[config.mk]
export PLATFORM = sky130hd
export DESIGN_NAME = wvc_div_cell
export DESIGN_NICKNAME = d
export VERILOG_FILES = /design/src/sv/wvc_pkg.sv /design/src/sv/wvc_div_cell.sv
export SDC_FILE = /design/constraint.sdc
export NUM_CORES = 1
export LEC_CHECK = 0
export BUFFER_PORTS_ARGS = -buffer_cell sky130_fd_sc_hd__buf_4
export CAP_MARGIN = 0
export CORE_MARGIN = 3
export CORE_UTILIZATION = 35
export DETAILED_ROUTE_END_ITERATION = 8
export GPL_TIMING_DRIVEN = 0
export HOLD_SLACK_MARGIN = 0.1
export PLACE_DENSITY = 0.6
export RECOVER_POWER = 25
export SYNTH_ARGS = -nofsm -noshare
export SYNTH_HDL_FRONTEND = slang
export SYNTH_SLANG_ARGS = --single-unit
[constraint.sdc]
create_clock -name clk -period 9.7 [get_ports clk]
set_clock_uncertainty 0.05 [all_clocks]
set_input_delay 0.97 -clock clk [delete_from_list [all_inputs] [get_ports clk]]
set_output_delay 0.97 -clock clk [all_outputs]
set_load 0.02 [all_outputs]
[src/sv/wvc_pkg.sv]
`timescale 1ns / 1ps
package wvc_pkg;

	// datapath widths
	localparam int XW    = 52;   // CORDIC position vector, signed
	localparam int UW    = 37;   // CORDIC velocity vector, signed
	localparam int RW    = 52;   // divider remainder
	localparam int DW    = 41;   // divider denominator
	localparam int QW    = 16;   // divider quotient
	localparam int GUARD = 16;

	localparam logic signed [16:0] PI_Q     = 17'sd25736;
	localparam logic signed [16:0] TWO_PI_Q = 17'sd51472;
	localparam logic [31:0]        INV_GAIN = 32'd2608131496;

	typedef enum logic [1:0] {
		KIND_TRANSLATE = 2'd0,
		KIND_ROTATE    = 2'd1,
		KIND_ZERO      = 2'd2
	} kind_t;

	typedef enum logic [1:0] {
		REG_MAX_LINEAR_SPEED = 2'd0,
		REG_MAX_TURN_RATE    = 2'd1,
		REG_TIME_STEP        = 2'd2
	} reg_idx_t;

	typedef struct packed {
		logic signed [XW-1:0] x;
		logic signed [XW-1:0] y;
		logic signed [UW-1:0] ux;
		logic signed [UW-1:0] uy;
	} cord_t;

	typedef struct packed {
		logic signed [15:0] dth;
		kind_t              kind;
		logic               flip;
	} side_t;

	typedef struct packed {
		logic [RW-1:0] rem;
		logic [DW-1:0] den;
		logic [QW-1:0] q;
		logic          sat;
	} div_t;

	typedef struct packed {
		logic [15:0]        vx;
		logic [15:0]        vy;
		logic signed [15:0] dth;
		kind_t              kind;
		logic [15:0]        steps;
	} dside_t;

endpackage

[src/sv/wvc_div_cell.sv]
`timescale 1ns / 1ps
module wvc_div_cell import wvc_pkg::*; #(
	parameter int BIT = 0
) (
	input  logic   clk,
	input  logic   arst_n,
	input  logic   in_valid,
	output logic   in_ready,
	input  div_t   in_div,
	input  dside_t in_side,
	output logic   out_valid,
	input  logic   out_ready,
	output div_t   out_div,
	output dside_t out_side
);

	localparam int SW = RW + QW + 1;

	logic          valid_q;
	div_t          div_q;
	dside_t        side_q;
	div_t          nxt;
	logic [SW-1:0] dsh;

	assign in_ready  = !valid_q || out_ready;
	assign out_valid = valid_q;
	assign out_div   = div_q;
	assign out_side  = side_q;

	// one restoring step for quotient bit BIT
	always_comb begin
		dsh = SW'(in_div.den) << BIT;
		nxt = in_div;
		if (!in_div.sat && (SW'(in_div.rem) >= dsh)) begin
			nxt.rem = in_div.rem - dsh[RW-1:0];
			nxt.q   = in_div.q | (QW'(1) << BIT);
		end
	end

	always_ff @(posedge clk or negedge arst_n) begin
		if (!arst_n) begin
			valid_q <= 1'b0;
		end else if (in_ready) begin
			valid_q <= in_valid;
		end
	end

	always_ff @(posedge clk) begin
		if (in_valid && in_ready) begin
			div_q  <= nxt;
			side_q <= in_side;
		end
	end

endmodule

==> metrics.txt <==
status finished, violations left; failing checks capacitance limit, slew limit; Total Neg Setup Slack 0 ns; synthesized net count 925; PnR Total Power 2060 µW; share of the synthesized area in the top cell type 60.8%; Arrival @ worst endpoint 4.76 ns; # fillers 2265; endpoints failing setup 0; placed cell area 11800 µm²; flops & latches, synth 177; data required time at the worst endpoint 9.78 ns; actual slew at the worst max-slew pin 3.37 ns; residual DRC count 0; die area 26800 µm²; Placer Congestion 0.867; startpoint types input pin; commonest cells after routing, fill and taps aside 233 x sky130_fd_sc_hd__buf_4, 176 x sky130_fd_sc_hd__edfxtp_1, 108 x sky130_fd_sc_hd__clkbuf_4, 57 x sky130_fd_sc_hd__inv_1, 54 x sky130_fd_sc_hd__nand2_1; Pins Over Slew Limit 48; Yosys top cell by area sky130_fd_sc_hd__edfxtp_1; maximum number of pins on one net before global-route repair 71; GR Layer Usage met2 34.3%; setup repair after global routing missed its margin false; Fin. Hold Viols 0; CTS Buf Count 17; number of unique standard cell types used by synthesis 61; worst-case clock buffer depth 2; Gates resized, CTS repair 0; number of enable flip-flop cells after synthesis 176; ordered list of cells on the worst path clkbuf_1, inv_1, ha_1, a21oi_1, o21ai_0, a211oi_1, a211oi_1, o31ai_1, clkbuf_1, clkbuf_1, o21ai_0; core area 24400 µm²; fraction of registers with async set/reset 0.565%; average wire length per cell after detail routing 20.1 µm; post-layout instance area 12400 µm²; starting density of the core 35.7%; peak supply drop 0.0000815 V; Slew Limit Headroom -125%; most common library cell in the layout ignoring fill and taps sky130_fd_sc_hd__buf_4; PD cells 167 nW/µm²; dominant register cell in the synthesized netlist sky130_fd_sc_hd__edfxtp_1; setup fix buffers added after clock tree synthesis 0; part of the Yosys area used for sequential elements 61.0%; Yosys warning count 0; number of max-capacitance violations reported 1; number of violations reported at the end of detailed-routing iteration 0 575; CTS root buf sky130_fd_sc_hd__clkbuf_16; netlist area before placement 8700 µm²; total global-route track usage 20.5%; H-tree levels 4; Mean Syn Cell Area 12.4 µm²; clock tree from TritonCTS built; IO Count 358; achievable clock frequency 214 MHz; Net count, final 1303; share of the clock period used by the worst path 48.2%; routed vias/inst 4.98; chip height 164 µm; residual antenna-violating net count after detailed routing 0; total congestion overflow after global routing 0; HPWL after detailed placement 22.6 mm; cts-stage hold buffer count 0; initial antenna violation count 3; via count 7071; largest cells by area after synthesis sky130_fd_sc_hd__edfxtp_1 61%, sky130_fd_sc_hd__ha_1 5.9%, sky130_fd_sc_hd__a21oi_1 2.8%, sky130_fd_sc_hd__xnor2_1 2.7%, sky130_fd_sc_hd__inv_1 2.5%; signed area change from the synthesized netlist to the final layout 42.2%; Critical Path Most Common Cell sky130_fd_sc_hd__clkbuf_1; post-layout utilization of the core 50.7%; delay contributed by the slowest stage of the critical path 0.82 ns; Hold/Removal Path Class in -> async; number of detailed-routing iterations run before antenna repair 5; Critical-path top delay cell sky130_fd_sc_hd__o31ai_1; number of global-route vias before repair 6966; clock tree sinks 177; global route hottest layer met2; time the worst path needs with I/O delays and setup 4.68 ns; clock-pin transition on the worst setup and hold timing paths 0.08 ns; GR Layer Usage met1 24.5%; CP Class in -> reg; insertion delay to the later sink of the worst-skew pair 0.42 ns; kind of end point of the critical path flip-flop; met3 demand-to-capacity share in global routing 6.77%; CP Max Fanout 10; final worst hold slack 0.271 ns; number of instances in the synthesized netlist 703; total leakage power 0.00525 µW; proportion of layout cells with a drive suffix above 1 36.8%; wire length of the first global-routing pass 41.2 mm; total of buffers placed on input and output ports 357; Std-Cell Rows 57; final wirelength 28.5 mm; horizontal die dimension 164 µm
-- final cells by class --
cell class | count | area (µm²) | share of cell area (%)
Clock buffer | 18 | 429 | 3.47
Buffer | 23 | 92.6 | 0.749
Antenna cell | 2 | 5.00 | 0.0405
Inverter | 57 | 214 | 1.73
Sequential cell | 177 | 5310 | 42.9
Multi-Input combinational cell | 446 | 3080 | 24.9
Clock inverter | 14 | 158 | 1.27
Timing Repair Buffer | 359 | 2670 | 21.6
Tap cell | 324 | 405 | 3.28
-- worst max-delay path, delay by kind of cell --
kind,cells,cell delay [ns]
compound gates,6,2.29
buf+inv,4,1.12
fa+ha+maj,1,0.37
-- through the flow --
step / instances / setup WS (ns)
floorplan: 703 / 3.80
global placement: 1384 / 1.91
detailed placement: 1386 / 4.54
CTS: 1418 / 5.01
global route: 1420 / 4.70
finish: 1420 / 5.02
-- registers in the layout (all words and copies together), names as in the netlist --
name,flops
out_side,66
out_valid,1
out_div,110
-- worst paths after layout --
check / from / endpoint / slack [ns] / cells after the start
worst max-delay path: in_div[44] / out_div[94]$_DFFE_PP_ / 5.02 / 11
worst min-delay path: arst_n / out_valid$_DFFE_PN0N_ / 0.27 / 1
worst max register to register: out_valid$_DFFE_PN0N_ / out_div[103]$_DFFE_PP_ / 5.96 / 3
worst min register to register: out_valid$_DFFE_PN0N_ / out_valid$_DFFE_PN0N_ / 0.51 / 2
max in group asynchronous: arst_n / out_valid$_DFFE_PN0N_ / 9.25 / 1
min in group clk: out_valid$_DFFE_PN0N_ / out_valid$_DFFE_PN0N_ / 0.51 / 2
-- Yosys cell counts, drive strengths merged, types with 8 or more instances --
library cell,n
mux2,17
inv,57
a21oi,48
nor3,11
nand3,14
xnor2,27
xor2,18
clkbuf,20
edfxtp,176
or4,8
nand4,15
nor2,37
nand2,54
ha,41
a21o,21
o21ai,39
-- routing by layer --
layer	routed length [µm]	vias to the layer above
li1	-	3401
met2	14000	258
met5	13	-
met3	2630	36
met4	752	2
met1	11100	3374
-- kinds of logic after synthesis --
| family | share of synthesized area (%) |
|---|---|
| AO/OA/AOI/OAI | 12.5 |
| buffers and inverters | 3.52 |
| multiplexers | 2.20 |
| flip-flops | 61.0 |
| AND/OR/NAND/NOR | 10.1 |
| adder cells (fa/ha/maj) | 6.13 |
| XOR/XNOR | 4.53 |
-- power breakdown --
| part | total (µW) | internal [µW] | switching (µW) |
|---|---|---|---|
| registers | 918 | 905 | 13.0 |
| logic | 433 | 185 | 247 |
| clock network | 709 | 351 | 358 |
| total | 2060 | 1440 | 619 |
(Power assumes the default switching activity.)
