File: src/sv/wvc_pkg.sv
`timescale 1ns / 1ps
package wvc_pkg;

	// datapath widths
	localparam int XW    = 52;   // CORDIC position vector, signed
	localparam int UW    = 37;   // CORDIC velocity vector, signed
	localparam int RW    = 52;   // divider remainder
	localparam int DW    = 41;   // divider denominator
	localparam int QW    = 16;   // divider quotient
	localparam int GUARD = 16;

	localparam logic signed [16:0] PI_Q     = 17'sd25736;
	localparam logic signed [16:0] TWO_PI_Q = 17'sd51472;
	localparam logic [31:0]        INV_GAIN = 32'd2608131496;

	typedef enum logic [1:0] {
		KIND_TRANSLATE = 2'd0,
		KIND_ROTATE    = 2'd1,
		KIND_ZERO      = 2'd2
	} kind_t;

	typedef enum logic [1:0] {
		REG_MAX_LINEAR_SPEED = 2'd0,
		REG_MAX_TURN_RATE    = 2'd1,
		REG_TIME_STEP        = 2'd2
	} reg_idx_t;

	typedef struct packed {
		logic signed [XW-1:0] x;
		logic signed [XW-1:0] y;
		logic signed [UW-1:0] ux;
		logic signed [UW-1:0] uy;
	} cord_t;

	typedef struct packed {
		logic signed [15:0] dth;
		kind_t              kind;
		logic               flip;
	} side_t;

	typedef struct packed {
		logic [RW-1:0] rem;
		logic [DW-1:0] den;
		logic [QW-1:0] q;
		logic          sat;
	} div_t;

	typedef struct packed {
		logic [15:0]        vx;
		logic [15:0]        vy;
		logic signed [15:0] dth;
		kind_t              kind;
		logic [15:0]        steps;
	} dside_t;

endpackage

File: src/sv/wvc_cordic_cell.sv
`timescale 1ns / 1ps
module wvc_cordic_cell import wvc_pkg::*; #(
	parameter int SHIFT = 0
) (
	input  logic  clk,
	input  logic  arst_n,
	input  logic  in_valid,
	output logic  in_ready,
	input  cord_t in_cord,
	input  side_t in_side,
	output logic  out_valid,
	input  logic  out_ready,
	output cord_t out_cord,
	output side_t out_side
);

	logic  valid_q;
	cord_t cord_q;
	side_t side_q;
	cord_t nxt;

	assign in_ready  = !valid_q || out_ready;
	assign out_valid = valid_q;
	assign out_cord  = cord_q;
	assign out_side  = side_q;

	// rotate toward the x axis; y of zero takes the branch for negative y
	always_comb begin
		if (in_cord.y > 0) begin
			nxt.x  = in_cord.x + (in_cord.y >>> SHIFT);
			nxt.y  = in_cord.y - (in_cord.x >>> SHIFT);
			nxt.ux = in_cord.ux - (in_cord.uy >>> SHIFT);
			nxt.uy = in_cord.uy + (in_cord.ux >>> SHIFT);
		end else begin
			nxt.x  = in_cord.x - (in_cord.y >>> SHIFT);
			nxt.y  = in_cord.y + (in_cord.x >>> SHIFT);
			nxt.ux = in_cord.ux + (in_cord.uy >>> SHIFT);
			nxt.uy = in_cord.uy - (in_cord.ux >>> SHIFT);
		end
	end

	always_ff @(posedge clk or negedge arst_n) begin
		if (!arst_n) begin
			valid_q <= 1'b0;
		end else if (in_ready) begin
			valid_q <= in_valid;
		end
	end

	always_ff @(posedge clk) begin
		if (in_valid && in_ready) begin
			cord_q <= nxt;
			side_q <= in_side;
		end
	end

endmodule

File: config.mk
export PLATFORM = sky130hd
export DESIGN_NAME = wvc_cordic_cell
export DESIGN_NICKNAME = d
export VERILOG_FILES = /design/src/sv/wvc_pkg.sv /design/src/sv/wvc_cordic_cell.sv
export SDC_FILE = /design/constraint.sdc
export NUM_CORES = 1
export LEC_CHECK = 0
export BUFFER_PORTS_ARGS = -buffer_cell sky130_fd_sc_hd__buf_2
export CORE_ASPECT_RATIO = 0.75
export CORE_MARGIN = 3
export CORE_UTILIZATION = 55
export CTS_BUF_LIST = sky130_fd_sc_hd__clkbuf_16
export DETAILED_ROUTE_END_ITERATION = 6
export PLACE_DENSITY = 0.76
export SLEW_MARGIN = 20
export SYNTH_ARGS = -nofsm -noshare
export SYNTH_HDL_FRONTEND = slang
export SYNTH_SLANG_ARGS = --single-unit
File: constraint.sdc
create_clock -name clk -period 8.9 [get_ports clk]
set_input_delay 1.335 -clock clk [delete_from_list [all_inputs] [get_ports clk]]
set_output_delay 1.335 -clock clk [all_outputs]
set_load 0.005 [all_outputs]
==> results of run 1 <==
## worst max-delay path: cells and delay by family
kind / cells / cell delay, ns
fa+ha+maj: 2 / 0.61
buf+inv: 3 / 0.37
xor+xnor: 1 / 0.09
compound gates: 9 / 3.32
## registers in the layout, summed over array words and instances, names as in the netlist
name	count
out_side	19
out_valid	1
out_cord	176
## cell families after synthesis
group                    count (synthesis)  synth area share, %
AO/OA/AOI/OAI                          942                 26.8
XOR/XNOR                               172                 6.92
adder cells (fa/ha/maj)                283                 16.5
buffers and inverters                  400                 7.07
flip-flops                             196                 27.0
multiplexers                            38                 1.75
AND/OR/NAND/NOR                        645                 14.0
## per-layer routing
| metal | vias up | global-route usage (%) | wire [microns] |
|---|---|---|---|
| li1 | 10200 | - | - |
| met1 | 10800 | 56.9 | 36300 |
| met2 | 1656 | 55.7 | 35400 |
| met3 | 177 | 9.61 | 11400 |
| met4 | 4 | 11.8 | 2390 |
| met5 | - | 0 | 34 |
## worst paths after layout
path / endpoint / slack (ns) / cells after the start
worst max-delay path: out_cord[122] / 3.39 / 15
worst min-delay path: out_valid / 0.55 / 2
worst max register to register: out_cord[115] / 6.33 / 3
worst min register to register: out_valid / 0.55 / 2
max in group asynchronous: out_valid / 8.20 / 1
min in group asynchronous: out_valid / 0.61 / 1
## power by group through the flow
stage	Combinational (W)	Clock (W)	Sequential [W]
final	0.00150	0.000860	0.00121
after global routing	0.00159	0.000896	0.00122
after CTS	0.00144	0.000870	0.00121
after detailed placement	0.00143	0	0.00123
after global placement	0.00142	0	0.00123
after floorplan	0.000892	0	0.00125
## layout make-up
| class | count | area (sq um) |
|---|---|---|
| Multi-Input combinational cell | 2080 | 14400 |
| Fill cell | 3404 | 14000 |
| Sequential cell | 196 | 5880 |
| Timing Repair Buffer | 413 | 2130 |
| Inverter | 275 | 1030 |
| Tap cell | 512 | 641 |
| Clock buffer | 17 | 425 |
| Clock inverter | 15 | 190 |
| Antenna cell | 5 | 12.5 |
## synthesized netlist by cell type (7+ instances only)
master,count
a211oi_1,17
a21boi_0,11
a21o_1,59
a21oi_1,361
a221o_1,8
a31oi_1,31
and2_1,8
and3_1,11
buf_1,21
buf_2,16
clkbuf_1,83
edfxtp_1,195
ha_1,277
inv_1,270
mux2i_1,37
nand2_1,160
nand2b_1,18
nand3_1,38
nand4_1,40
nor2_1,211
nor2b_1,29
nor3_1,45
nor4_1,44
o211ai_1,23
o21a_1,25
o21ai_0,192
o21bai_1,79
o221ai_1,9
o22ai_1,7
o31a_1,9
o31ai_1,25
o41ai_1,7
or2_2,7
or3_1,11
xnor2_1,158
xor2_1,14
## metrics by stage
stage / std cells / util [%] / setup slack (ns) / total power (W) / hold slack (ns)
final: 3513 / 63.8 / 3.39 / 0.00357 / 0.552
after detailed placement: 3476 / 62.2 / 3.22 / 0.00266 / 0.534
after floorplan: 2676 / - / 2.37 / 0.00214 / 0.537
after CTS: 3508 / 63.8 / 3.73 / 0.00353 / 0.556
after global placement: 3475 / 62.1 / 3.32 / 0.00265 / 0.510
after global routing: 3513 / 63.8 / 3.35 / 0.00371 / 0.599
==> flow_summary.json, run 1 <==
{
  "syn_area_sq_mm": 0.0218,
  "yosysTopAreaCellShare_pct": 26.9,
  "synth-seq-area-share_pct": 27.0,
  "slew_headroom_pct": 27.0,
  "yosys-top-cells-area": "edfxtp_1, ha_1, a21oi_1, xnor2_1, inv_1",
  "clk_latency_ns": 0.50,
  "final_cell_mix": "buf_2, a21oi_1, ha_1, inv_1, nor2_1",
  "syn_to_final_growth_pct": 13.3,
  "start_kind": "primary input",
  "intPower_w": 0.00217,
  "first_iter_violations": 3434,
  "wl_microns": 85400,
  "core_area_sq_mm": 0.0387,
  "pin_count": 400,
  "placementRows": 62,
  "syn_area_per_cell_sq_um": 8.14,
  "switchingPower_w": 0.00140,
  "grt_setup_unrepaired": "false",
  "p_per_area_mw_per_mm2": 145,
  "outcome": "finished, final reports clean",
  "viasPerCell": 6.51,
  "hold_viol_final": 0,
  "final_common_cell": "buf_2",
  "fp.dieH_microns": 178,
  "postCtsResizedCells": 0,
  "critPathSlowestCell": "o41ai_1",
  "grt_antenna_before_repair": 9,
  "final_antenna_net_count": 0,
  "cts.clk_slew.worst_paths_ns": 0.07,
  "die_x_microns": 236,
  "yosysTopAreaCell": "edfxtp_1",
  "postPlaceCellArea_sq_mm": 0.0241,
  "cpPeakStageDelay_ns": 0.91,
  "synth_edf_count": 195,
  "timing.fmax_mhz": 181,
  "syn_inst": 2676,
  "post_cts_buffers": 0,
  "gr-usage-all-layers_pct": 38.7,
  "combPwrFrac_pct": 42.0,
  "grt_max_degree": 86,
  "fin_tns_setup_ns": 0,
  "cts_tree": "done",
  "crit_required_ns": 9.13,
  "post_drt_wl_per_cell_microns": 24.3,
  "dieArea_sq_mm": 0.0421,
  "p_leak_nw": 11.0,
  "ys_types": 82,
  "p_clk_share_pct": 24.1,
  "design_area_sq_mm": 0.0247,
  "clock_path_buffers": 2,
  "layout_min_cycle_time_ns": 5.51,
  "cts.sinks": 196,
  "setup_viol": 0,
  "tightest_slew_ns": 1.08,
  "post-dp-hpwl_microns": 68200,
  "grt-ovfl-total": 0,
  "crit_start": "in_cord[74]",
  "cts.root.buffer_cell": "clkbuf_16",
  "num_vias": 22900,
  "min-delay-start": "out_valid",
  "crit_fanout": 4,
  "ys_ff_latch": 196,
  "firstDrtPassIters": 6,
  "cts-buffers-inserted": 17,
  "worst-endpoint-arrival_ns": 5.74,
  "initial_utilization_pct": 56.3,
  "synth_ff_type": "edfxtp_1",
  "cts_hold_buf": 0,
  "cap_violations": 0,
  "worst_clock_skew_ns": 0.0133,
  "gp_congestion": 1.10,
  "crit_type": "primary input to flip-flop",
  "io_buffers": 399,
  "nNetsFinal": 3467,
  "drc_errors": 0,
  "crit_chain": "buf_2 > inv_1 > ha_1 > fa_1 > inv_1 > a21oi_1 > o21ai_0 > a21oi_1 > o41ai_1 > a21o_1 > a211oi_1 > o41ai_1 > a221oi_1 > o21ai_0 > xor2_1",
  "fin_crit_sh_pct": 61.9,
  "htree_num_levels": 4,
  "switching_share_pct": 39.2,
  "p_seq_share_pct": 33.9,
  "grt_pass1_wl_microns": 126000,
  "synthesis.nets": 3160,
  "ir_drop_mv": 0.140,
  "grt_pass1_vias": 21000,
  "synth-async-reset-ratio_pct": 0.510,
  "end_kind": "flip-flop",
  "hold_path.class": "flip-flop to flip-flop",
  "yosys_warnings": 0,
  "report.final.slew_viol_count": 0,
  "rr_startpoint": "out_valid",
  "drive_gt1_share_pct": 15.9
}
No activity file was read; power rests on OpenSTA's default activity.
==> inputs of run 2 (changes only) <==
- clock period: 8.9 -> 5.1 ns (I/O delays scaled with it)
==> flow_summary.json, run 2 (same netlist as run 1, synthesis figures left out) <==
{
  "outcome": "finished, final reports clean",
  "post_cts_buffers": 0,
  "syn_to_final_growth_pct": 14.5,
  "postCtsResizedCells": 0,
  "grt_pass1_wl_microns": 125000,
  "drive_gt1_share_pct": 16.9,
  "end_kind": "flip-flop",
  "cts.clk_slew.worst_paths_ns": 0.08,
  "crit_fanout": 14,
  "worst_clock_skew_ns": 0.0116,
  "nNetsFinal": 3499,
  "tightest_slew_ns": 0.936,
  "p_seq_share_pct": 33.6,
  "drc_errors": 0,
  "htree_num_levels": 4,
  "hold_viol_final": 0,
  "final_core_util_pct": 64.4,
  "crit_required_ns": 5.33,
  "grt_max_degree": 83,
  "p_leak_nw": 11.2,
  "timing.fmax_mhz": 209,
  "p_per_area_mw_per_mm2": 252,
  "grt_pass1_vias": 20700,
  "first_iter_violations": 3461,
  "fin_crit_sh_pct": 93.8,
  "power_w": 0.00627,
  "die_x_microns": 236,
  "switching_share_pct": 40.2,
  "postPlaceCellArea_sq_mm": 0.0243,
  "start_kind": "primary input",
  "dieArea_sq_mm": 0.0421,
  "pin_count": 400,
  "setup_viol": 0,
  "initial_utilization_pct": 56.3,
  "final_cell_mix": "buf_2, a21oi_1, ha_1, inv_1, nor2_1",
  "intPower_w": 0.00375,
  "cts_hold_buf": 0,
  "p_clk_share_pct": 23.6,
  "wl_met1_microns": 37300,
  "grt-ovfl-total": 0,
  "worst_slack_ns": 0.317,
  "switchingPower_w": 0.00252,
  "post_drt_wl_per_cell_microns": 24.2,
  "io_buffers": 399,
  "crit_type": "primary input to flip-flop",
  "grt_antenna_before_repair": 2,
  "wl_met3_microns": 11100,
  "place_ws_ns": 0.149,
  "fin_tns_setup_ns": 0,
  "clock_path_buffers": 2,
  "firstDrtPassIters": 7,
  "core_area_sq_mm": 0.0387,
  "cts_tree": "done",
  "report.final.slew_viol_count": 0,
  "gr-usage-all-layers_pct": 38.4,
  "dr_wl_met2_microns": 34800,
  "final_common_cell": "buf_2",
  "viasPerCell": 6.51,
  "fp.dieH_microns": 178,
  "cts-buffers-inserted": 17,
  "layout_min_cycle_time_ns": 4.78,
  "gp_congestion": 1.14,
  "hold_path.class": "primary input to async pin",
  "combPwrFrac_pct": 42.8,
  "largest_register_ffs": 176,
  "num_vias": 23100,
  "cts.root.buffer_cell": "clkbuf_16",
  "wl_microns": 85500,
  "design_area_sq_mm": 0.0249,
  "final_antenna_net_count": 0,
  "cts.sinks": 196,
  "ir_drop_mv": 0.295,
  "slew_headroom_pct": 37.0,
  "clk_latency_ns": 0.49,
  "routed.top_layer": "met4",
  "placementRows": 62,
  "grt_setup_unrepaired": "false",
  "post-dp-hpwl_microns": 68800,
  "cap_violations": 0,
  "worst-endpoint-arrival_ns": 5.01
}
-- run 2: changes by cell type in the layout (fill, tap and decap cells not counted), moves of 3 or more --
| cell | change |
|---|---|
| buf_4 | +30 |
| inv_6 | +5 |
| inv_8 | +4 |
| buf_12 | +3 |
| diode_2 | -3 |
| inv_1 | -3 |
-- run 2: power groups by stage --
stage | clock [W] | sequential [W] | combinational, W
3_5_place_dp | 0 | 0.00214 | 0.00255
2_1_floorplan | 0 | 0.00216 | 0.00156
6_report | 0.00148 | 0.00211 | 0.00268
5_1_grt | 0.00155 | 0.00212 | 0.00283
4_1_cts | 0.00149 | 0.00211 | 0.00257
3_3_place_gp | 0 | 0.00214 | 0.00253
-- run 2: per-layer routing --
metal | global-route usage [%] | vias up
li1 | - | 10300
met1 | 57.6 | 11000
met2 | 54.4 | 1660
met3 | 9.37 | 186
met4 | 10.6 | 0
met5 | 0 | -
-- run 2: path summary, 6_finish.rpt --
check / start / endpoint / slack, ns / depth (start not counted)
max: in_cord[81] / out_cord[168] / 0.32 / 14
min: arst_n / out_valid / 0.04 / 1
max reg2reg: out_valid / out_cord[28] / 2.97 / 3
min reg2reg: out_valid / out_valid / 0.54 / 2
max in group asynchronous: arst_n / out_valid / 4.98 / 1
min in group clk: in_side[15] / out_side[15] / 0.45 / 1
-- run 2: stage by stage --
stage	instances	hold slack, ns
finish	3542	0.0411
global route	3542	0.0249
CTS	3540	0.0254
detailed placement	3508	0.525
global placement	3508	0.508
floorplan	2676	0.469
-- run 2: layout make-up --
cell class                      instances  area [sq um]
Multi-Input combinational cell       2080         14400
Fill cell                            3430         13800
Sequential cell                       196          5880
Timing Repair Buffer                  445          2390
Inverter                              275          1030
Tap cell                              512           641
Clock buffer                           17           425
Clock inverter                         15           180
Antenna cell                            2          5.00
-- run 2: critical path, stage by stage --
cell and delay, ns:
buf_2 0.19, inv_1 0.07, ha_1 0.61, and3_1 0.29, and3_1 0.24, and3_1 0.19
a221oi_2 0.11, a31oi_1 0.72, a21boi_1 0.32, o21ai_0 0.56, a21oi_1 0.24, o211ai_1 0.29
o21ai_0 0.22, xnor2_1 0.17
