## src/sv/wvc_stage.sv

```systemverilog
`timescale 1ns / 1ps
module wvc_stage #(
	parameter int W = 8
) (
	input  logic         clk,
	input  logic         arst_n,
	input  logic         in_valid,
	output logic         in_ready,
	input  logic [W-1:0] in_data,
	output logic         out_valid,
	input  logic         out_ready,
	output logic [W-1:0] out_data
);

	logic         valid_q;
	logic [W-1:0] data_q;

	assign in_ready  = !valid_q || out_ready;
	assign out_valid = valid_q;
	assign out_data  = data_q;

	always_ff @(posedge clk or negedge arst_n) begin
		if (!arst_n) begin
			valid_q <= 1'b0;
		end else if (in_ready) begin
			valid_q <= in_valid;
		end
	end

	always_ff @(posedge clk) begin
		if (in_valid && in_ready) begin
			data_q <= in_data;
		end
	end

endmodule

```

## config.mk

```make
export PLATFORM = sky130hd
export DESIGN_NAME = wvc_stage
export DESIGN_NICKNAME = d
export VERILOG_FILES = /design/src/sv/wvc_stage.sv
export SDC_FILE = /design/constraint.sdc
export NUM_CORES = 1
export LEC_CHECK = 0
export ABC_AREA = 1
export BUFFER_PORTS_ARGS = -buffer_cell sky130_fd_sc_hd__buf_2
export CORE_AREA = 2 2 39 41
export CTS_CLUSTER_SIZE = 12
export DETAILED_ROUTE_END_ITERATION = 16
export DIE_AREA = 0 0 41 43
export MAX_ROUTING_LAYER = met4
export PLACE_DENSITY = 0.59
export SETUP_SLACK_MARGIN = 0.3
export SLEW_MARGIN = 0
export SYNTH_ARGS = -nofsm -noshare
export SYNTH_HDL_FRONTEND = slang
export SYNTH_SLANG_ARGS = --single-unit
export TNS_END_PERCENT = 10
```

## constraint.sdc

```tcl
create_clock -name clk -period 1.1 [get_ports clk]
set_input_delay 0.22 -clock clk [delete_from_list [all_inputs] [get_ports clk]]
set_output_delay 0.22 -clock clk [all_outputs]
set_load 0.05 [all_outputs]
```

==> impl_results.md, run 1 <==
- Critical Path RT: 1030 ps
- Area delta synth->final: 89.03%
- Vias: 215
- Pin count of the biggest net entering global routing: 9
- Vias in the first global route: 249
- Final hold slack: 138.5 ps
- RSZ-0062 raised after global routing: yes
- Yosys reg bits: 9
- Setup CP Type: register to register
- Syn_nets: 26
- Cells after Synth: 14
- Pins over their slew limit: 0
- Clk Latency, worst-skew pair: 250 ps
- Final WS setup: -36.10 ps
- All-Layer GR Usage: 9.195%
- Slowest CP cell: dfrtp_2
- Syn Area/Cell: 20.38 um^2
- Sink Count: 9
- CP max stage delay: 410 ps
- Number of I/O port buffers: 21
- Worst Skew: 2.754 ps
- Status: finished with violations
- Worst-Margin Slew: 282.5 ps
- Critical path data arrival time: 1070 ps
- Fin crit share: 103.3%
- Initial antenna violation count: 0
- Commonest non-fill, non-tap cells in the layout: buf_2, edfxtp_1, buf_6
- DIE AREA: 1763 um^2
- Final Hold Viols: 0
- Place WS: 75.86 ps
- Initial core utilization: 20.61%
- HP Class: primary input to register
- CTS tree: done
- Final antenna-violating net count: 0
- H-tree Lvls: 1
- Commonest non-fill, non-tap cell in the layout: buf_2
- Power Total: 0.0008209 W
- Share of post-route cells with drive strength above 1: 69.05%
- Syn. warnings: 0
- 1st-iter DRT viols: 0
- Die Width: 41 um
- Crit start category: register
- Fillers: 129
- Leakage: 0.2377 nW
- Total Wirelength: 638 um
- Final #Nets: 55
- Die Y-Extent: 43 um
- Max-cap viol count: 0
- Max-slew headroom at the worst pin: 81.13%
- Total CTS buffers: 3
- Drt wl/cell: 11.00 um
- Remaining DRCs: 0
- Overflow left after global routing: 0
- # setup viols final: 10
- DRT Pass-1 Iters: 1
- Failing checks: negative setup slack
- Synth cell types: 5
- CTS root buf: clkbuf_4
- Global-route wire length before repair: 986 um
- F_max: 880.2 MHz
- VDD IR max: 0.0008524 V
- Synth Cell Area: 285.3 um^2
- Cell breakdown of the critical path: buf_4 > a21oi_4
- Diodes inserted: 0
- Largest buffer count on any clock path: 2
- Reg clk slew, reported paths: 60 ps
- CP Max Fanout: 8
- Number of I/O pins: 22
- # rows: 14
- Routability Congestion: 0.5937
- Cell Pwr Density: 1522 nW/um^2
- Fin area: 539.3 um^2
- Tmin final: 1136 ps
- CP Capture Type: register
- Core area: 1384 um^2
- DP Area: 425.4 um^2
- Sequential area share after synthesis: 92.98%
- Vias per cell: 3.707
==> critical path: cells and delay by family, from the launching register on <==
family          cells  cell delay [ps]
flops               1              410
compound gates      1              260
buf+inv             1              140
==> synthesized netlist by cell type <==
cell,number,share of area (%)
inv_1,2,2.6
edfxtp_1,8,84
a21oi_1,1,1.8
nand2_1,2,2.6
dfrtp_1,1,8.8
==> kinds of logic after synthesis <==
| group | count (synthesis) | synth area share, % |
|---|---|---|
| flip-flops | 9 | 92.98 |
| AND/OR/NAND/NOR | 2 | 2.633 |
| buffers and inverters | 2 | 2.633 |
| AO/OA/AOI/OAI | 1 | 1.753 |
==> final timing paths <==
check / from / end / slack, ps / cells after the start
max: out_valid$_DFFE_PN0P_ / out_data[5]$_DFFE_PP_ / -40 / 2
min: in_data[0] / out_data[0]$_DFFE_PP_ / 140 / 1
max in group asynchronous: arst_n / out_valid$_DFFE_PN0P_ / 730 / 2
max reg2reg: out_valid$_DFFE_PN0P_ / out_data[5]$_DFFE_PP_ / -40 / 2
min in group asynchronous: arst_n / out_valid$_DFFE_PN0P_ / 270 / 2
min reg2reg: out_valid$_DFFE_PN0P_ / out_valid$_DFFE_PN0P_ / 660 / 3
==> power by group <==
part	total [W]	switching (W)	internal, W
combinational	0.000168	0.000103	0.0000645
clock	0.000248	0.000109	0.000139
sequential	0.000405	0.00000926	0.000396
==> layout make-up <==
type	count	area (um^2)	share of cell area, %
clock buffers	4	26.28	4.872
inverters	2	7.507	1.392
multi-input cells	3	26.28	4.872
flip-flops and latches	9	266.5	49.42
well taps	16	20.02	3.712
repair buffers	24	192.7	35.73
==> sequential cells by signal (all words and copies together) (netlist names) <==
register and flops:
out_valid 1, out_data 8
==> repair_timing <==
action,in CTS,in global routing
hold buffers,1,0
buffers inserted,0,2
pin swaps,1,1
endpoints found under the hold margin,1,0
resized for setup,19,1
setup endpoints to repair,18,18
==> per-stage QoR <==
step	setup TNS (ps)	instances	utilization, %
floorplan	-1.417	14	-
global placement	0	51	30.74
detailed placement	0	51	30.74
CTS	-121.1	56	37.70
global route	-623.9	58	38.97
finish	-317.2	58	38.97
==> layer usage <==
| layer | share of wire (%) | global-route usage (%) |
|---|---|---|
| met5 | 0 | - |
| met4 | 0.63 | 2.000 |
| met3 | 13 | 7.853 |
| met2 | 40 | 12.81 |
| met1 | 46 | 9.797 |
Note: power is estimated with default switching activity, not from simulation.
==> run 2: changes to the inputs <==
--- a/config.mk
+++ b/config.mk
@@ -5,15 +5,16 @@
 export SDC_FILE = /design/constraint.sdc
 export NUM_CORES = 1
 export LEC_CHECK = 0
-export ABC_AREA = 1
 export BUFFER_PORTS_ARGS = -buffer_cell sky130_fd_sc_hd__buf_2
 export CORE_AREA = 2 2 39 41
+export CTS_BUF_LIST = sky130_fd_sc_hd__clkbuf_16
 export CTS_CLUSTER_SIZE = 12
 export DETAILED_ROUTE_END_ITERATION = 16
 export DIE_AREA = 0 0 41 43
 export MAX_ROUTING_LAYER = met4
-export PLACE_DENSITY = 0.59
+export PLACE_DENSITY = 0.6
 export SETUP_SLACK_MARGIN = 0.3
+export SKIP_CTS_REPAIR_TIMING = 1
 export SLEW_MARGIN = 0
 export SYNTH_ARGS = -nofsm -noshare
 export SYNTH_HDL_FRONTEND = slang
==> impl_results.md, run 2 <==
- VDD IR max: 0.0008339 V
- Gate power share: 13.3%
- Reg clk slew, reported paths: 40 ps
- Reg-to-reg slack, setup: 100 ps
- Clock network fraction of design power: 52.3%
- All-Layer GR Usage: 6.492%
- Worst Skew: 0.7219 ps
- Count leader, synth: edfxtp_1
- Synth cell count leaders: edfxtp_1, and2_4, dfrtp_1, nand2b_1, nand2b_4
- Core area: 1384 um^2
- Routability Congestion: 0.5930
- CP Max Fanout: 3
- Diodes inserted: 0
- Critical Path RT: 880 ps
- Area leader, netlist: edfxtp_1
- CP endpoint: in_ready
- Power Total: 0.001185 W
- Syn Area/Cell: 24.50 um^2
- Switch share: 21.33%
- Final Hold Viols: 0
- Vias per cell: 3.926
- Tmin final: 1099 ps
- Final #Nets: 51
- Crit start category: register
- RR Endpoint: out_data[4]$_DFFE_PP_
- H-tree Lvls: 1
- HP Class: primary input to register
- Number of I/O port buffers: 21
- R2R depth: 2
- Core Util, Final: 41.14%
- 1st-iter DRT viols: 7
- Hold Startpoint: in_data[4]
- Number of I/O pins: 22
- Cell Pwr Density: 2082 nW/um^2
- TNS Setup: 0 ps
- Place WS: 118.3 ps
- Clk Latency, worst-skew pair: 230 ps
- Synth Cell Area: 294.0 um^2
- Synth top area cells: edfxtp_1, dfrtp_1, nand2b_4
- Final hold slack: 164.9 ps
- Initial antenna violation count: 0
- RSZ-0062 raised after global routing: yes
- Number of synthesized flops with an enable pin: 8
- Total CTS buffers: 3
- DIE AREA: 1763 um^2
- Fin crit share: 99.89%
- Final WS setup: 1.237 ps
- Largest buffer count on any clock path: 2
- CTS root buf: clkbuf_16
- CTS tree: done
- DRT Pass-1 Iters: 2
- Fillers: 132
- Register area: 266.5 um^2
- F_max: 910.1 MHz
- Commonest non-fill, non-tap cell in the layout: buf_2
- Syn_nets: 24
- Drt wl/cell: 10.44 um
- Max-cap viol count: 0
- Worst-Margin Slew: 246.4 ps
- Area delta synth->final: 93.62%
- Status: complete, no violations
- Max reg flops: 8
- Overflow left after global routing: 0
- Setup CP Type: register to primary output
- Cells after Synth: 12
- Pins over their slew limit: 0
- # setup viols final: 0
- Syn. warnings: 0
- CP Capture Type: primary output
- Global-route wire length before repair: 655 um
- Remaining DRCs: 0
- Final antenna-violating net count: 0
- Vias in the first global route: 163
- Initial core utilization: 21.25%
- Int Pwr: 0.0009325 W
- Leakage: 0.2512 nW
- Synth cell types: 5
- Top cell type's share of synthesized area: 81.70%
- Die Width: 41 um
- Die Y-Extent: 43 um
- Critical Path Start: out_valid$_DFFE_PN0P_
- Critical path data arrival time: 880 ps
- Sequential area share after synthesis: 90.21%
- Commonest non-fill, non-tap cells in the layout: buf_2, edfxtp_1, buf_6
- Multi-input gate area: 28.78 um^2
- Yosys reg bits: 9
- Vias: 212
- Total Wirelength: 564 um
- Max-slew headroom at the worst pin: 83.69%
- Ys async rst share: 11.11%
- Worst reg2reg startpoint: out_valid$_DFFE_PN0P_
- Sink Count: 9
- Top FF cell, synth: edfxtp_1
- # rows: 14
- Pin count of the biggest net entering global routing: 9
- Share of post-route cells with drive strength above 1: 71.05%
- Power share of the sequential group: 34.4%
- Psw: 0.0002528 W
## run 2: cell count changes after synthesis
cell and change:
inv_1 -2, nand2_1 -2, a21oi_1 -1, and2_4 +1, nand2b_1 +1, nand2b_4 +1
## run 2: final cells by class
| cell class | instances | area share (%) |
|---|---|---|
| Clock buffer | 3 | 13.19 |
| Tap cell | 16 | 3.516 |
| Timing Repair Buffer | 22 | 30.77 |
| Clock inverter | 1 | 0.6593 |
| Sequential cell | 9 | 46.81 |
| Multi-Input combinational cell | 3 | 5.055 |
## run 2: routing by layer
layer / GRT usage [%] / part of all wire [%] / vias to the layer above
met2: 6.563 / 41 / 22
met4: 10.00 / 2.5 / 0
met5: - / 0 / -
li1: - / - / 95
met1: 7.823 / 43 / 93
met3: 1.571 / 14 / 2
## run 2: cell families after synthesis
kind of cell	after synthesis	share of synthesized area (%)
simple gates	3	9.788
flops	9	90.21
## run 2: how the worst min path moves through the flow
stage	cells past startpoint	slack, ps	to
2_1_floorplan	0	-80	out_valid$_DFFE_PN0P_
3_3_place_gp	1	-4	out_valid$_DFFE_PN0P_
3_5_place_dp	1	-5	out_valid$_DFFE_PN0P_
4_1_cts	1	-250	out_valid$_DFFE_PN0P_
5_1_grt	1	160	out_data[7]$_DFFE_PP_
6_report	1	160	out_data[4]$_DFFE_PP_
## run 2: through the flow
stage / area, um^2 / cells
2_1_floorplan: 295.3 / 12
3_3_place_gp: 420.4 / 49
3_5_place_dp: 420.4 / 49
4_1_cts: 499.2 / 53
5_1_grt: 569.3 / 54
6_report: 569.3 / 54
## run 2: power by group through the flow
stage	registers, W	logic [W]	clock network (W)
finish	0.000408	0.000157	0.000620
detailed placement	0.000409	0.000132	0
CTS	0.000404	0.000131	0.000634
global placement	0.000408	0.000130	0
floorplan	0.000475	0.0000245	0
global route	0.000409	0.000165	0.000651
## run 2: critical path, stage by stage, from the launching register on
cell and delay [ps]:
dfrtp_2 420, nand2b_4 90, buf_8 140
==> run 3: changes to the inputs <==
==> constraint.sdc (replaced) <==
create_clock -name clk -period 1.1 [get_ports clk]
set_input_delay 0.22 -clock clk [delete_from_list [all_inputs] [get_ports clk]]
set_output_delay 0.22 -clock clk [all_outputs]
set_load 0.005 [all_outputs]
==> impl_results.md, run 3 (synthesis gave the netlist of run 2 again) <==
- Total Wirelength: 545 um
- Max-slew headroom at the worst pin: 91.51%
- Clk Latency, worst-skew pair: 230 ps
- CP max stage delay: 400 ps
- Initial core utilization: 21.25%
- Number of I/O pins: 22
- Critical path data arrival time: 810 ps
- Diodes inserted: 0
- H-tree Lvls: 1
- Commonest non-fill, non-tap cells in the layout: buf_2, edfxtp_1, clkbuf_16
- Post-DP HPWL: 407.6 um
- Final hold slack: 163.6 ps
- Hold Startpoint: in_data[1]
- Share of post-route cells with drive strength above 1: 68.42%
- Total CTS buffers: 3
- Drt wl/cell: 10.09 um
- Max reg flops: 8
- F_max: 971.6 MHz
- DIE AREA: 1763 um^2
- Fillers: 140
- Die Width: 41 um
- Max-cap viol count: 0
- Pins over their slew limit: 0
- CP Max Fanout: 3
- Area delta synth->final: 74.89%
- Die Y-Extent: 43 um
- RSZ-0062 raised after global routing: yes
- 1st-iter DRT viols: 0
- TNS Setup: 0 ps
- Core area: 1384 um^2
- Overflow left after global routing: 0
- Vias per cell: 3.778
- Critical Path RT: 880 ps
- All-Layer GR Usage: 7.853%
- Leakage: 0.2336 nW
- Cell breakdown of the critical path: nand2b_4 > buf_6
- Worst reg2reg startpoint: out_valid$_DFFE_PN0P_
- Fin area: 514.2 um^2
- Non-Filler Instances: 54
- Worst-Margin Slew: 127.4 ps
- Remaining DRCs: 0
- Commonest non-fill, non-tap cell in the layout: buf_2
- VDD IR max: 0.0006580 V
- DRT Pass-1 Iters: 1
- Routability Congestion: 0.6060
- # rows: 14
- Vias in the first global route: 172
- Worst Skew: 0.3311 ps
- Sink Count: 9
- Setup CP Type: register to primary output
- Slowest CP cell: dfrtp_1
- Initial antenna violation count: 0
- CTS tree: done
- Final antenna-violating net count: 0
- HP Class: primary input to register
- Vias: 204
- Crit start category: register
- CP Capture Type: primary output
- Largest buffer count on any clock path: 2
- Final #Nets: 51
- DP Area: 419.2 um^2
- Fin crit share: 93.57%
- # setup viols final: 0
- Cell Pwr Density: 2118 nW/um^2
- Placed Cells: 49
- Reg clk slew, reported paths: 40 ps
- Global-route wire length before repair: 731 um
- Final Hold Viols: 0
- Number of I/O port buffers: 21
- Pin count of the biggest net entering global routing: 9
- Tmin final: 1029 ps
- CTS root buf: clkbuf_16
- Critical Path Start: out_valid$_DFFE_PN0P_
- Status: complete, no violations
-- run 3: final cells by class --
class / instances / area [um^2] / share of cell area, %
sequential: 9 / 265.3 / 51.58
multi-input combinational: 3 / 28.78 / 5.596
clock inverter: 1 / 3.754 / 0.7299
tap: 16 / 20.02 / 3.893
timing repair buffer: 22 / 121.4 / 23.60
clock buffer: 3 / 75.07 / 14.60
-- run 3: where the power goes --
part	switching, W	total, W	leakage, nW	internal, W
clock network	0.000148	0.000622	0.0423	0.000474
logic	0.0000248	0.0000640	0.104	0.0000392
registers	0.00000633	0.000403	0.0869	0.000397
-- run 3: metrics by stage --
| stage | total power [W] | worst slack, ps | utilization [%] |
|---|---|---|---|
| 2_1_floorplan | 0.0004269 | 139.6 | - |
| 3_3_place_gp | 0.0004666 | 150.1 | 30.29 |
| 3_5_place_dp | 0.0004683 | 130.8 | 30.29 |
| 4_1_cts | 0.001100 | 51.10 | 35.99 |
| 5_1_grt | 0.001134 | 36.12 | 37.16 |
| 6_report | 0.001089 | 70.73 | 37.16 |
-- run 3: worst paths after layout --
check / endpoint / slack, ps / cells after the start
max in group asynchronous: out_valid$_DFFE_PN0P_ / 730 / 2
setup reg to reg: out_data[7]$_DFFE_PP_ / 120 / 2
min in group asynchronous: out_valid$_DFFE_PN0P_ / 290 / 2
setup / recovery: in_ready / 70 / 2
hold reg to reg: out_valid$_DFFE_PN0P_ / 550 / 2
hold / removal: out_data[1]$_DFFE_PP_ / 160 / 1
-- run 3: critical path: cells and delay by family, from the launching register on --
family / cells / cell delay (ps)
flops: 1 / 400
simple gates: 1 / 90
buf+inv: 1 / 90
-- run 3: routing by layer --
layer	wire, um	up-vias	track usage (%)
met4	38	0	12.00
met3	94	4	5.236
met1	204	85	6.803
li1	-	96	-
met2	208	19	8.438
met5	0	-	-
